==> config.mk <==
export PLATFORM = sky130hd
export DESIGN_NAME = periodic_timer_table_unit
export DESIGN_NICKNAME = d
export VERILOG_FILES = /design/src/rtl/ptt_pkg.sv /design/src/rtl/periodic_timer_table_unit.sv
export SDC_FILE = /design/constraint.sdc
export NUM_CORES = 2
export LEC_CHECK = 0
export BUFFER_PORTS_ARGS = -buffer_cell sky130_fd_sc_hd__buf_2
export CAP_MARGIN = 5
export CELL_PAD_IN_SITES_DETAIL_PLACEMENT = 2
export CELL_PAD_IN_SITES_GLOBAL_PLACEMENT = 2
export CORE_ASPECT_RATIO = 1.5
export CORE_MARGIN = 5
export CORE_UTILIZATION = 31
export CTS_BUF_LIST = sky130_fd_sc_hd__clkbuf_8
export DETAILED_ROUTE_END_ITERATION = 7
export PLACE_DENSITY = 0.56
export SKIP_CTS_REPAIR_TIMING = 1
export SYNTH_ARGS = -nofsm -noshare
export SYNTH_HDL_FRONTEND = slang
export SYNTH_SLANG_ARGS = --single-unit
export TNS_END_PERCENT = 20
==> constraint.sdc <==
create_clock -name clk -period 7.9 [get_ports clk]
set_input_delay 1.58 -clock clk [delete_from_list [all_inputs] [get_ports clk]]
set_output_delay 1.58 -clock clk [all_outputs]
set_load 0.1 [all_outputs]
==> src/rtl/ptt_pkg.sv <==
// Shared types and constants of the periodic timer table.
package ptt_pkg;

	localparam int TARGET_W   = 16;
	localparam int SELECTOR_W = 8;
	localparam int INTERVAL_W = 24;
	localparam int COUNT_W    = 24;
	localparam int PERIOD_W   = 10;
	localparam int PROD_W     = COUNT_W + PERIOD_W;
	localparam int REQ_W      = 2;
	localparam int KIND_W     = 3;

	localparam logic [COUNT_W-1:0]  COUNT_MAX      = {COUNT_W{1'b1}};
	localparam logic [PERIOD_W-1:0] PERIOD_DEFAULT = PERIOD_W'(10);

	localparam logic [REQ_W-1:0] REQ_SCHEDULE   = 2'd0;
	localparam logic [REQ_W-1:0] REQ_UNSCHEDULE = 2'd1;
	localparam logic [REQ_W-1:0] REQ_TICK       = 2'd2;

	localparam logic [KIND_W-1:0] KIND_FIRE        = 3'd0;
	localparam logic [KIND_W-1:0] KIND_SCHEDULED   = 3'd1;
	localparam logic [KIND_W-1:0] KIND_DUPLICATE   = 3'd2;
	localparam logic [KIND_W-1:0] KIND_FULL        = 3'd3;
	localparam logic [KIND_W-1:0] KIND_UNSCHEDULED = 3'd4;
	localparam logic [KIND_W-1:0] KIND_NOT_FOUND   = 3'd5;
	localparam logic [KIND_W-1:0] KIND_TICK_DONE   = 3'd6;

	typedef struct packed {
		logic [TARGET_W-1:0]   target;
		logic [SELECTOR_W-1:0] selector;
		logic [INTERVAL_W-1:0] interval;
		logic [COUNT_W-1:0]    count;
	} entry_t;

endpackage

==> src/rtl/periodic_timer_table_unit.sv <==
// Top level of the periodic timer table: slot memory, walk sequencer and result register.
//
// Requests come in on the input channel (in_valid, in_stall) as one word with
// req_type, target_id, selector_id and interval_ms. Results leave on the output
// channel (out_valid, out_stall); the last word of each request has last set.
// The user must write the tick period through the configuration channel
// (cfg_valid, cfg_ready, cfg_data) only while the block is idle; the block
// itself does not enforce this, and cfg_ready is always high. Every schedule,
// unschedule or tick request walks all NUM_SLOTS entries of the slot memory,
// one read per cycle while the output is not stalled, through a read stage and
// a multiply stage, and the next request is taken once its final word has
// entered the output register. A tick issues its fire words as the walk
// reaches firing slots, then a done word. A schedule or unschedule issues one
// word at the end of its walk. An unused request type is taken and dropped without a walk.
// Reset clears the valid and paused bits of all slots and sets the tick period
// to 10; the slot memory itself is not cleared. While out_stall is high with a
// word waiting, the whole walk holds and resumes without loss.
module periodic_timer_table_unit #(
	parameter int NUM_SLOTS = 16
) (
	input  logic                                clk,
	input  logic                                arst_n,
	input  logic                                in_valid,
	output logic                                in_stall,
	input  logic [ptt_pkg::REQ_W-1:0]           req_type,
	input  logic [ptt_pkg::TARGET_W-1:0]        target_id,
	input  logic [ptt_pkg::SELECTOR_W-1:0]      selector_id,
	input  logic [ptt_pkg::INTERVAL_W-1:0]      interval_ms,
	output logic                                out_valid,
	input  logic                                out_stall,
	output logic [ptt_pkg::KIND_W-1:0]          result_kind,
	output logic [ptt_pkg::TARGET_W-1:0]        fired_target,
	output logic [ptt_pkg::SELECTOR_W-1:0]      fired_selector,
	output logic                                last,
	input  logic                                cfg_valid,
	output logic                                cfg_ready,
	input  logic [ptt_pkg::PERIOD_W-1:0]        cfg_data
);

	localparam int IDX_W = (NUM_SLOTS > 1) ? $clog2(NUM_SLOTS) : 1;
	localparam logic [IDX_W-1:0] IDX_LAST = IDX_W'(NUM_SLOTS - 1);

	localparam logic [1:0] ST_IDLE   = 2'd0;
	localparam logic [1:0] ST_WALK   = 2'd1;
	localparam logic [1:0] ST_DRAIN  = 2'd2;
	localparam logic [1:0] ST_FINISH = 2'd3;

	logic [1:0]                          state_q;
	logic [ptt_pkg::PERIOD_W-1:0]        period_q;
	logic [NUM_SLOTS-1:0]                valid_q;
	logic [NUM_SLOTS-1:0]                paused_q;
	logic [IDX_W-1:0]                    idx_q;
	logic [ptt_pkg::REQ_W-1:0]           req_q;
	logic [ptt_pkg::TARGET_W-1:0]        tgt_q;
	logic [ptt_pkg::SELECTOR_W-1:0]      sel_q;
	logic [ptt_pkg::INTERVAL_W-1:0]      ivl_q;
	logic                                found_q;
	logic [IDX_W-1:0]                    found_idx_q;
	logic                                free_found_q;
	logic [IDX_W-1:0]                    free_idx_q;

	ptt_pkg::entry_t                     mem [NUM_SLOTS];
	ptt_pkg::entry_t                     rd_data_s1;
	logic                                s1_v;
	logic [IDX_W-1:0]                    s1_idx;
	logic                                s2_v;
	logic [IDX_W-1:0]                    s2_idx;
	ptt_pkg::entry_t                     entry_s2;
	logic [ptt_pkg::PROD_W-1:0]          prod_s2;

	logic                                out_valid_q;
	logic [ptt_pkg::KIND_W-1:0]          kind_q;
	logic [ptt_pkg::TARGET_W-1:0]        otgt_q;
	logic [ptt_pkg::SELECTOR_W-1:0]      osel_q;
	logic                                last_q;

	logic                                adv;
	logic                                s2_act;
	logic                                s2_hit;
	logic                                s2_fire;
	logic                                tick_live;
	logic                                tick_free;
	logic                                fin;
	logic                                emit;
	logic [ptt_pkg::COUNT_W-1:0]         new_count;
	logic                                mem_we;
	logic [IDX_W-1:0]                    mem_waddr;
	ptt_pkg::entry_t                     mem_wdata;
	logic [ptt_pkg::KIND_W-1:0]          fin_kind;
	logic [ptt_pkg::KIND_W-1:0]          emit_kind;
	logic [ptt_pkg::TARGET_W-1:0]        emit_tgt;
	logic [ptt_pkg::SELECTOR_W-1:0]      emit_sel;

	assign adv       = !out_valid_q || !out_stall;
	assign in_stall  = (state_q != ST_IDLE);
	assign cfg_ready = 1'b1;

	assign s2_act  = adv && s2_v;
	assign s2_hit  = valid_q[s2_idx] && (entry_s2.target == tgt_q) &&
		(entry_s2.selector == sel_q);
	assign s2_fire = (prod_s2 >= ptt_pkg::PROD_W'(entry_s2.interval));
	assign tick_live = s2_act && (req_q == ptt_pkg::REQ_TICK) &&
		valid_q[s2_idx] && !paused_q[s2_idx];
	assign tick_free = s2_act && (req_q == ptt_pkg::REQ_TICK) &&
		valid_q[s2_idx] && paused_q[s2_idx];
	assign fin  = adv && (state_q == ST_FINISH);
	assign emit = (tick_live && s2_fire) || fin;

	always_comb begin
		if (s2_fire) begin
			new_count = ptt_pkg::COUNT_W'(1);
		end else if (entry_s2.count == ptt_pkg::COUNT_MAX) begin
			new_count = entry_s2.count;
		end else begin
			new_count = entry_s2.count + ptt_pkg::COUNT_W'(1);
		end
	end

	always_comb begin
		case (req_q)
			ptt_pkg::REQ_SCHEDULE: begin
				if (found_q) begin
					fin_kind = ptt_pkg::KIND_DUPLICATE;
				end else if (!free_found_q) begin
					fin_kind = ptt_pkg::KIND_FULL;
				end else begin
					fin_kind = ptt_pkg::KIND_SCHEDULED;
				end
			end
			ptt_pkg::REQ_UNSCHEDULE: begin
				fin_kind = found_q ? ptt_pkg::KIND_UNSCHEDULED : ptt_pkg::KIND_NOT_FOUND;
			end
			default: begin
				fin_kind = ptt_pkg::KIND_TICK_DONE;
			end
		endcase
	end

	always_comb begin
		if (fin) begin
			emit_kind = fin_kind;
			emit_tgt  = (req_q == ptt_pkg::REQ_TICK) ? '0 : tgt_q;
			emit_sel  = (req_q == ptt_pkg::REQ_TICK) ? '0 : sel_q;
		end else begin
			emit_kind = ptt_pkg::KIND_FIRE;
			emit_tgt  = entry_s2.target;
			emit_sel  = entry_s2.selector;
		end
	end

	always_comb begin
		mem_we    = 1'b0;
		mem_waddr = s2_idx;
		mem_wdata = entry_s2;
		if (tick_live) begin
			mem_we          = 1'b1;
			mem_wdata.count = new_count;
		end else if (fin && (req_q == ptt_pkg::REQ_SCHEDULE) && !found_q && free_found_q) begin
			mem_we             = 1'b1;
			mem_waddr          = free_idx_q;
			mem_wdata.target   = tgt_q;
			mem_wdata.selector = sel_q;
			mem_wdata.interval = ivl_q;
			mem_wdata.count    = '0;
		end
	end

	always_ff @(posedge clk) begin
		if (mem_we) begin
			mem[mem_waddr] <= mem_wdata;
		end
		if (adv) begin
			rd_data_s1 <= mem[idx_q];
		end
	end

	always_ff @(posedge clk) begin
		if (adv) begin
			s1_idx   <= idx_q;
			s2_idx   <= s1_idx;
			entry_s2 <= rd_data_s1;
			prod_s2  <= ptt_pkg::PROD_W'(rd_data_s1.count) * ptt_pkg::PROD_W'(period_q);
		end
		if (adv && emit) begin
			kind_q <= emit_kind;
			otgt_q <= emit_tgt;
			osel_q <= emit_sel;
			last_q <= fin;
		end
		if (state_q == ST_IDLE) begin
			req_q <= req_type;
			tgt_q <= target_id;
			sel_q <= selector_id;
			ivl_q <= interval_ms;
		end
	end

	always_ff @(posedge clk or negedge arst_n) begin
		if (!arst_n) begin
			state_q      <= ST_IDLE;
			period_q     <= ptt_pkg::PERIOD_DEFAULT;
			valid_q      <= '0;
			paused_q     <= '0;
			idx_q        <= '0;
			found_q      <= 1'b0;
			found_idx_q  <= '0;
			free_found_q <= 1'b0;
			free_idx_q   <= '0;
			s1_v         <= 1'b0;
			s2_v         <= 1'b0;
			out_valid_q  <= 1'b0;
		end else begin
			if (cfg_valid) begin
				period_q <= cfg_data;
			end
			if (adv) begin
				s1_v        <= (state_q == ST_WALK);
				s2_v        <= s1_v;
				out_valid_q <= emit;
			end

			if (s2_act && (req_q != ptt_pkg::REQ_TICK)) begin
				if (s2_hit && !found_q) begin
					found_q     <= 1'b1;
					found_idx_q <= s2_idx;
				end
				if (!valid_q[s2_idx] && !free_found_q) begin
					free_found_q <= 1'b1;
					free_idx_q   <= s2_idx;
				end
			end
			if (tick_free) begin
				valid_q[s2_idx]  <= 1'b0;
				paused_q[s2_idx] <= 1'b0;
			end

			case (state_q)
				ST_IDLE: begin
					idx_q        <= '0;
					found_q      <= 1'b0;
					free_found_q <= 1'b0;
					if (in_valid && (req_type == ptt_pkg::REQ_SCHEDULE ||
						req_type == ptt_pkg::REQ_UNSCHEDULE ||
						req_type == ptt_pkg::REQ_TICK)) begin
						state_q <= ST_WALK;
					end
				end
				ST_WALK: begin
					if (adv) begin
						idx_q <= idx_q + IDX_W'(1);
						if (idx_q == IDX_LAST) begin
							state_q <= ST_DRAIN;
						end
					end
				end
				ST_DRAIN: begin
					if (adv && !s1_v) begin
						state_q <= ST_FINISH;
					end
				end
				ST_FINISH: begin
					if (adv) begin
						state_q <= ST_IDLE;
						if (req_q == ptt_pkg::REQ_SCHEDULE && !found_q && free_found_q) begin
							valid_q[free_idx_q]  <= 1'b1;
							paused_q[free_idx_q] <= 1'b0;
						end
						if (req_q == ptt_pkg::REQ_UNSCHEDULE && found_q) begin
							paused_q[found_idx_q] <= 1'b1;
						end
					end
				end
				default: begin
					state_q <= ST_IDLE;
				end
			endcase
		end
	end

	assign out_valid      = out_valid_q;
	assign result_kind    = kind_q;
	assign fired_target   = otgt_q;
	assign fired_selector = osel_q;
	assign last           = last_q;

endmodule

Yosys cells after proc, flatten, opt, wreduce, memory -nomap -nowiden
Memories as Yosys holds them, arrays and structs flattened. A register that Yosys moved wholly into a read port is not among the register bits.
Cells that the tools add are included.
{"block": "word_totals", "reg_bits": 253, "ramBits": 1152, "in_bits": 65, "output_inout_bits": 31, "elab_cells": 165, "memories": 1}
{"block": "classes", "add_sub_neg": 2, "mul": 1, "magnitude_cmp": 7, "n_eq_ne": 17, "muxes": 54, "bitwise_logic": 7, "n_reduce_logical": 49}
{"name": "mem", "words": 16, "word_bits": 72, "read_ports": 1, "rd_clocked_by_memory_dff": 1, "wr": 1, "line_no": "periodic_timer_table_unit.sv:62", "text": "ptt_pkg::entry_t mem [NUM_SLOTS];"}
{"cell": "2-to-1 mux 16 bit", "n": 13}
{"cell": "2-to-1 mux 24 bit", "n": 3}
{"cell": "2-to-1 mux 72 bit", "n": 1}
{"cell": "AND 16 bit", "n": 3}
{"cell": "2-to-1 mux 48 bit", "n": 1}
{"cell": "greater-or-equal comparator 34 x 24 -> 1 bit", "n": 1}
{"cell": "multiplier 24 x 10 -> 34 bit", "n": 1}
{"cell": "NOT 16 bit", "n": 2}
{"cell": "bitwise OR 16 bit", "n": 2}
{"cell": "adder 24 x 1 -> 24 bit, second input constant", "n": 1}
{"cell": "== test 24 bit, second input constant", "n": 1}
{"cell": "logical AND 1 bit", "n": 24}
{"cell": "== test 16 bit", "n": 1}
{"cell": "2-to-1 mux 1 bit", "n": 16}
{"cell": "2-to-1 mux 8 bit", "n": 2}
{"cell": "< comparator 4 x 5 -> 1 bit, second input constant", "n": 3}
{"cell": "2-to-1 mux 2 bit", "n": 7}
{"cell": "demux 1 bit (select 4 bit)", "n": 3}
{"cell": "greater-or-equal comparator 4 x 1 -> 1 bit, second input constant", "n": 3}
{"cell": "2-to-1 mux 4 bit", "n": 3}
{"cell": "AND reduction 2 bit", "n": 5}
{"cell": "nonzero test 2 bit", "n": 5}
{"cell": "binary-select mux 1 bit (select 4 bit)", "n": 2}
{"cell": "== test 2 bit, second input constant", "n": 4}
{"cell": "other kinds (13)", "n": 30}

Longest topological paths before layout
{"block": "depth", "word_depth": 15, "depth_mapped": 22, "ltp_nobuf": 20}

Least setup slack after synthesis
OpenSTA, ideal clock, no wires.
{"block": "synth_timing", "path_type": "input to register", "startpoint": "input out_stall", "endpoint": "register idx_q[2]", "t_arrival_ns": 7.888, "t_required_ns": 7.758, "path_slack_ns": -0.130, "path_stages": 5, "n_path_buf": 1, "path_cell_list": "nand2_1 > clkbuf_1 > a21boi_0 > o21ai_0 > o21ai_0"}
{"block": "synth_between", "elab_chain_len": 4}
{"item": "from (decl)", "line_no": "periodic_timer_table_unit.sv:30", "text": "input logic out_stall,"}
{"item": "zero test 1 bit", "line_no": "periodic_timer_table_unit.sv:94", "text": "assign adv = !out_valid_q || !out_stall;"}
{"item": "logical OR 1 bit", "line_no": "periodic_timer_table_unit.sv:94"}
{"item": "named net adv", "line_no": "periodic_timer_table_unit.sv:77", "text": "logic adv;"}
{"item": "!= test 2 bit (no line)"}
{"item": "AND reduction 2 bit (no line)"}
{"item": "to (signal assigned)", "line_no": "periodic_timer_table_unit.sv:250", "text": "idx_q <= idx_q + IDX_W'(1);"}
{"item": "to (decl)", "line_no": "periodic_timer_table_unit.sv:52", "text": "logic [IDX_W-1:0] idx_q;"}
The timed path passes the listed nets, and every way through them passes these cells.
A chain may end at the register's enable or synchronous reset.

Worst setup path after layout
{"block": "layout_timing", "startpoint": "register period_q[2] (netlist name)", "endpoint": "register prod_s2[30] (netlist name), data pin"}
{"block": "layout_between", "elab_chain_len": 1}
{"item": "from (decl)", "line_no": "periodic_timer_table_unit.sv:49", "text": "logic [ptt_pkg::PERIOD_W-1:0] period_q;"}
{"item": "from (signal assigned)", "line_no": "periodic_timer_table_unit.sv:201", "text": "period_q <= ptt_pkg::PERIOD_DEFAULT;"}
{"item": "from (signal assigned)", "line_no": "periodic_timer_table_unit.sv:214", "text": "period_q <= cfg_data;"}
{"item": "multiplier 24 x 10 -> 34 bit", "line_no": "periodic_timer_table_unit.sv:182", "text": "prod_s2 <= ptt_pkg::PROD_W'(rd_data_s1.count) * ptt_pkg::PROD_W'(period_q);"}
{"item": "to (signal assigned)", "line_no": "periodic_timer_table_unit.sv:182"}
{"item": "to (decl)", "line_no": "periodic_timer_table_unit.sv:69", "text": "logic [ptt_pkg::PROD_W-1:0] prod_s2;"}
Every way passes these cells.

==> flow_metrics.py <==
metrics = {
    "sta": {
        "maxSlewHeadroom_pct": 14.5,
        "finalSetupViolCount": 0,
        "period_share_pct": 85.5,
        "fin_crit_ns": 6.75,
        "hold_viol": 0,
        "rsz0062_at_grt": "no",
        "max_freq_ghz": 0.148,
        "finClkSkew_ns": 0.0821,
        "worstMarginPinSlew_ns": 1.27,
        "tns_ns": 0,
        "maxSlewViolCount": 0,
    },
    "clock_network": {
        "htreeDepth": 4,
        "cts_buffer_depth": 4,
        "clk_pin_slew_ns": 0.07,
        "cts_buffers": 236,
        "cts_tree": "done",
        "cts_root_buf": "clkbuf_8",
        "clock_latency_ns": 0.96,
        "cts.sinks": 1477,
    },
    "die": {
        "core_sq_mm": 0.208,
        "pin_count": 96,
        "die_w_microns": 383,
        "rows": 205,
        "floorplan.initialDensity_pct": 31.2,
        "die_y_microns": 570,
        "die-area_sq_mm": 0.219,
    },
    "min_path": {
        "hold_path_class": "register to register",
    },
    "critical_path": {
        "cp-start-kind": "register",
        "cp_max_fo": 25,
        "cp-end-kind": "register",
        "worstSetupPathType": "register to register",
        "critical_path_required_ns": 8.54,
        "cp.arrival_ns": 7.39,
    },
    "outcome": {
        "status": "complete, no violations",
    },
    "detailed_routing": {
        "dr.pass1.iters": 5,
        "drc": 0,
        "via_per_inst": 5.05,
        "vias": 36600,
        "wire_per_inst_microns": 27.2,
        "wirelength_mm": 197,
        "drt-initial-drc-count": 2066,
        "drtAntennaViolNets": 0,
    },
    "global_routing": {
        "globalRouteOverflowTotal": 0,
        "grt_max_degree": 97,
        "antenna_found_initial": 10,
        "grt_pass1_vias": 41300,
        "grt_usage_pct": 17.9,
        "grt_pass1_wl_mm": 288,
    },
    "synth": {
        "ys_top_cells_by_area": "edfxtp_1 (66%), fa_1 (5.4%), mux4_2 (5.3%), mux2i_1 (3.4%), nand2_1 (2.3%)",
        "synthTopCellsByCount": "edfxtp_1 (1416), nand2_1 (405), o21ai_0 (222)",
        "yosysSeqAreaShare_pct": 67.9,
        "synthCells": 4030,
        "ys_types": 74,
        "synth_edf_count": 1416,
        "async_flop_share_pct": 4.13,
        "syn_nets": 4368,
        "avgSynthCellArea_sq_um": 16.1,
        "synth-seq-cells": 1477,
        "synth_ff_type": "edfxtp_1",
        "yosys_warnings": 0,
        "syn_area_sq_mm": 0.0648,
        "yosysTopAreaCell": "edfxtp_1",
        "synth.most_common_cell": "edfxtp_1",
        "synth_top_area_share_pct": 65.6,
    },
    "place": {
        "port_buffers": 94,
        "gp_congestion": 0.739,
        "hpwl_mm": 117,
    },
    "flow_run": {
        "cap_violations": 0,
    },
    "final_layout": {
        "post_route_cells_drive_above_1_share_pct": 17.4,
        "area_growth_pct": 13.5,
        "finalNetCount": 4606,
        "fillers": 20800,
    },
}
==> through the flow <==
step | setup slack [ns] | util (%) | area (sq um) | hold slack [ns] | cells
final | 1.15 | 35.4 | 73600 | 0.415 | 7248
after global routing | 0.770 | 35.4 | 73600 | 0.419 | 7248
after CTS | 1.03 | 35.4 | 73600 | 0.405 | 7245
after detailed placement | 1.09 | 33.4 | 69400 | 0.405 | 6824
after global placement | 1.20 | 33.4 | 69400 | 0.402 | 6824
after floorplan | 1.42 | - | 64800 | 0.400 | 4030
==> path summary, 6_finish.rpt <==
check,endpoint,start,depth (start not counted),slack [ns]
worst max-delay path,prod_s2[30],period_q[2],18,1.15
worst min-delay path,entry_s2[47],rd_data_s1[47],0,0.41
worst max register to register,prod_s2[30],period_q[2],18,1.15
worst min register to register,entry_s2[47],rd_data_s1[47],0,0.41
max in group asynchronous,valid_q[8],arst_n,2,6.16
min in group asynchronous,idx_q[2],arst_n,1,0.68
==> kinds of logic (layout without fill, tap and decap cells) <==
family          count (synthesis)  in the layout  share of synthesized area (%)
flops                        1477           1477                           67.9
simple gates                  726            726                           5.17
compound gates                620            620                           6.08
mux                           461            461                           10.3
buf+inv                       416            837                           2.49
fa+ha+maj                     273            273                           7.28
xor+xnor                       56             56                          0.757
other cells                     1              4                        0.00578
==> sequential cells by signal (all words and copies together), names as in the netlist, 8 cells and up <==
signal and flops:
mem 1152, entry_s2 72, rd_data_s1 72, prod_s2 34, ivl_q 24, fired_target 16
paused_q 16, tgt_q 16, valid_q 16, period_q 10, fired_selector 8, sel_q 8
==> cell usage in the layout (no fill, tap or decap), drive strengths merged, types with 72 or more instances in the layout <==
cell,Yosys,routed
mux2,90,90
inv,210,291
nand2,405,405
ha,99,99
and2,130,130
a21oi,127,127
clkbuf,150,244
mux4,154,154
a221oi,72,72
a22oi,75,75
clkinv,0,88
o21ai,228,228
fa,174,174
buf,56,206
edfxtp,1416,1416
mux2i,217,217
==> worst max-delay path, cell delays in order, from the launching register on <==
cell,delay (ns)
dfrtp_1,0.97
nand2_1,0.17
fa_1,0.54
inv_1,0.06
fa_1,0.50
inv_1,0.05
fa_1,0.53
inv_1,0.05
fa_1,0.49
inv_1,0.05
fa_1,0.49
inv_1,0.05
ha_1,0.23
o311ai_0,0.98
a311oi_1,0.21
buf_4,0.23
o21ai_0,0.28
a31oi_1,0.16
a311o_1,0.37
==> layer usage <==
metal | vias to the layer above | wire length [microns] | track usage (%) | share of wire (%)
met5 | - | 13 | 0 | 0.0066
met4 | 2 | 4720 | 4.67 | 2.4
met3 | 303 | 6310 | 2.10 | 3.2
met2 | 680 | 105000 | 33.2 | 53
met1 | 19800 | 80800 | 22.1 | 41
li1 | 15800 | - | - | -
==> area by class of cell <==
type                    instances  area, sq um  area share, %
clock inverters               177          828           1.13
inverters                     210          788           1.07
clock buffers                 244         3360           4.56
flip-flops and latches       1477        44100           59.9
diodes                          3         7.51         0.0102
repair buffers                206         1720           2.34
well taps                    2794         3500           4.75
multi-input cells            2137        19300           26.3
Power is left out: the tool's default activity adds up to more than one toggle a clock period on the data nets, which glitch-free logic cannot reach.
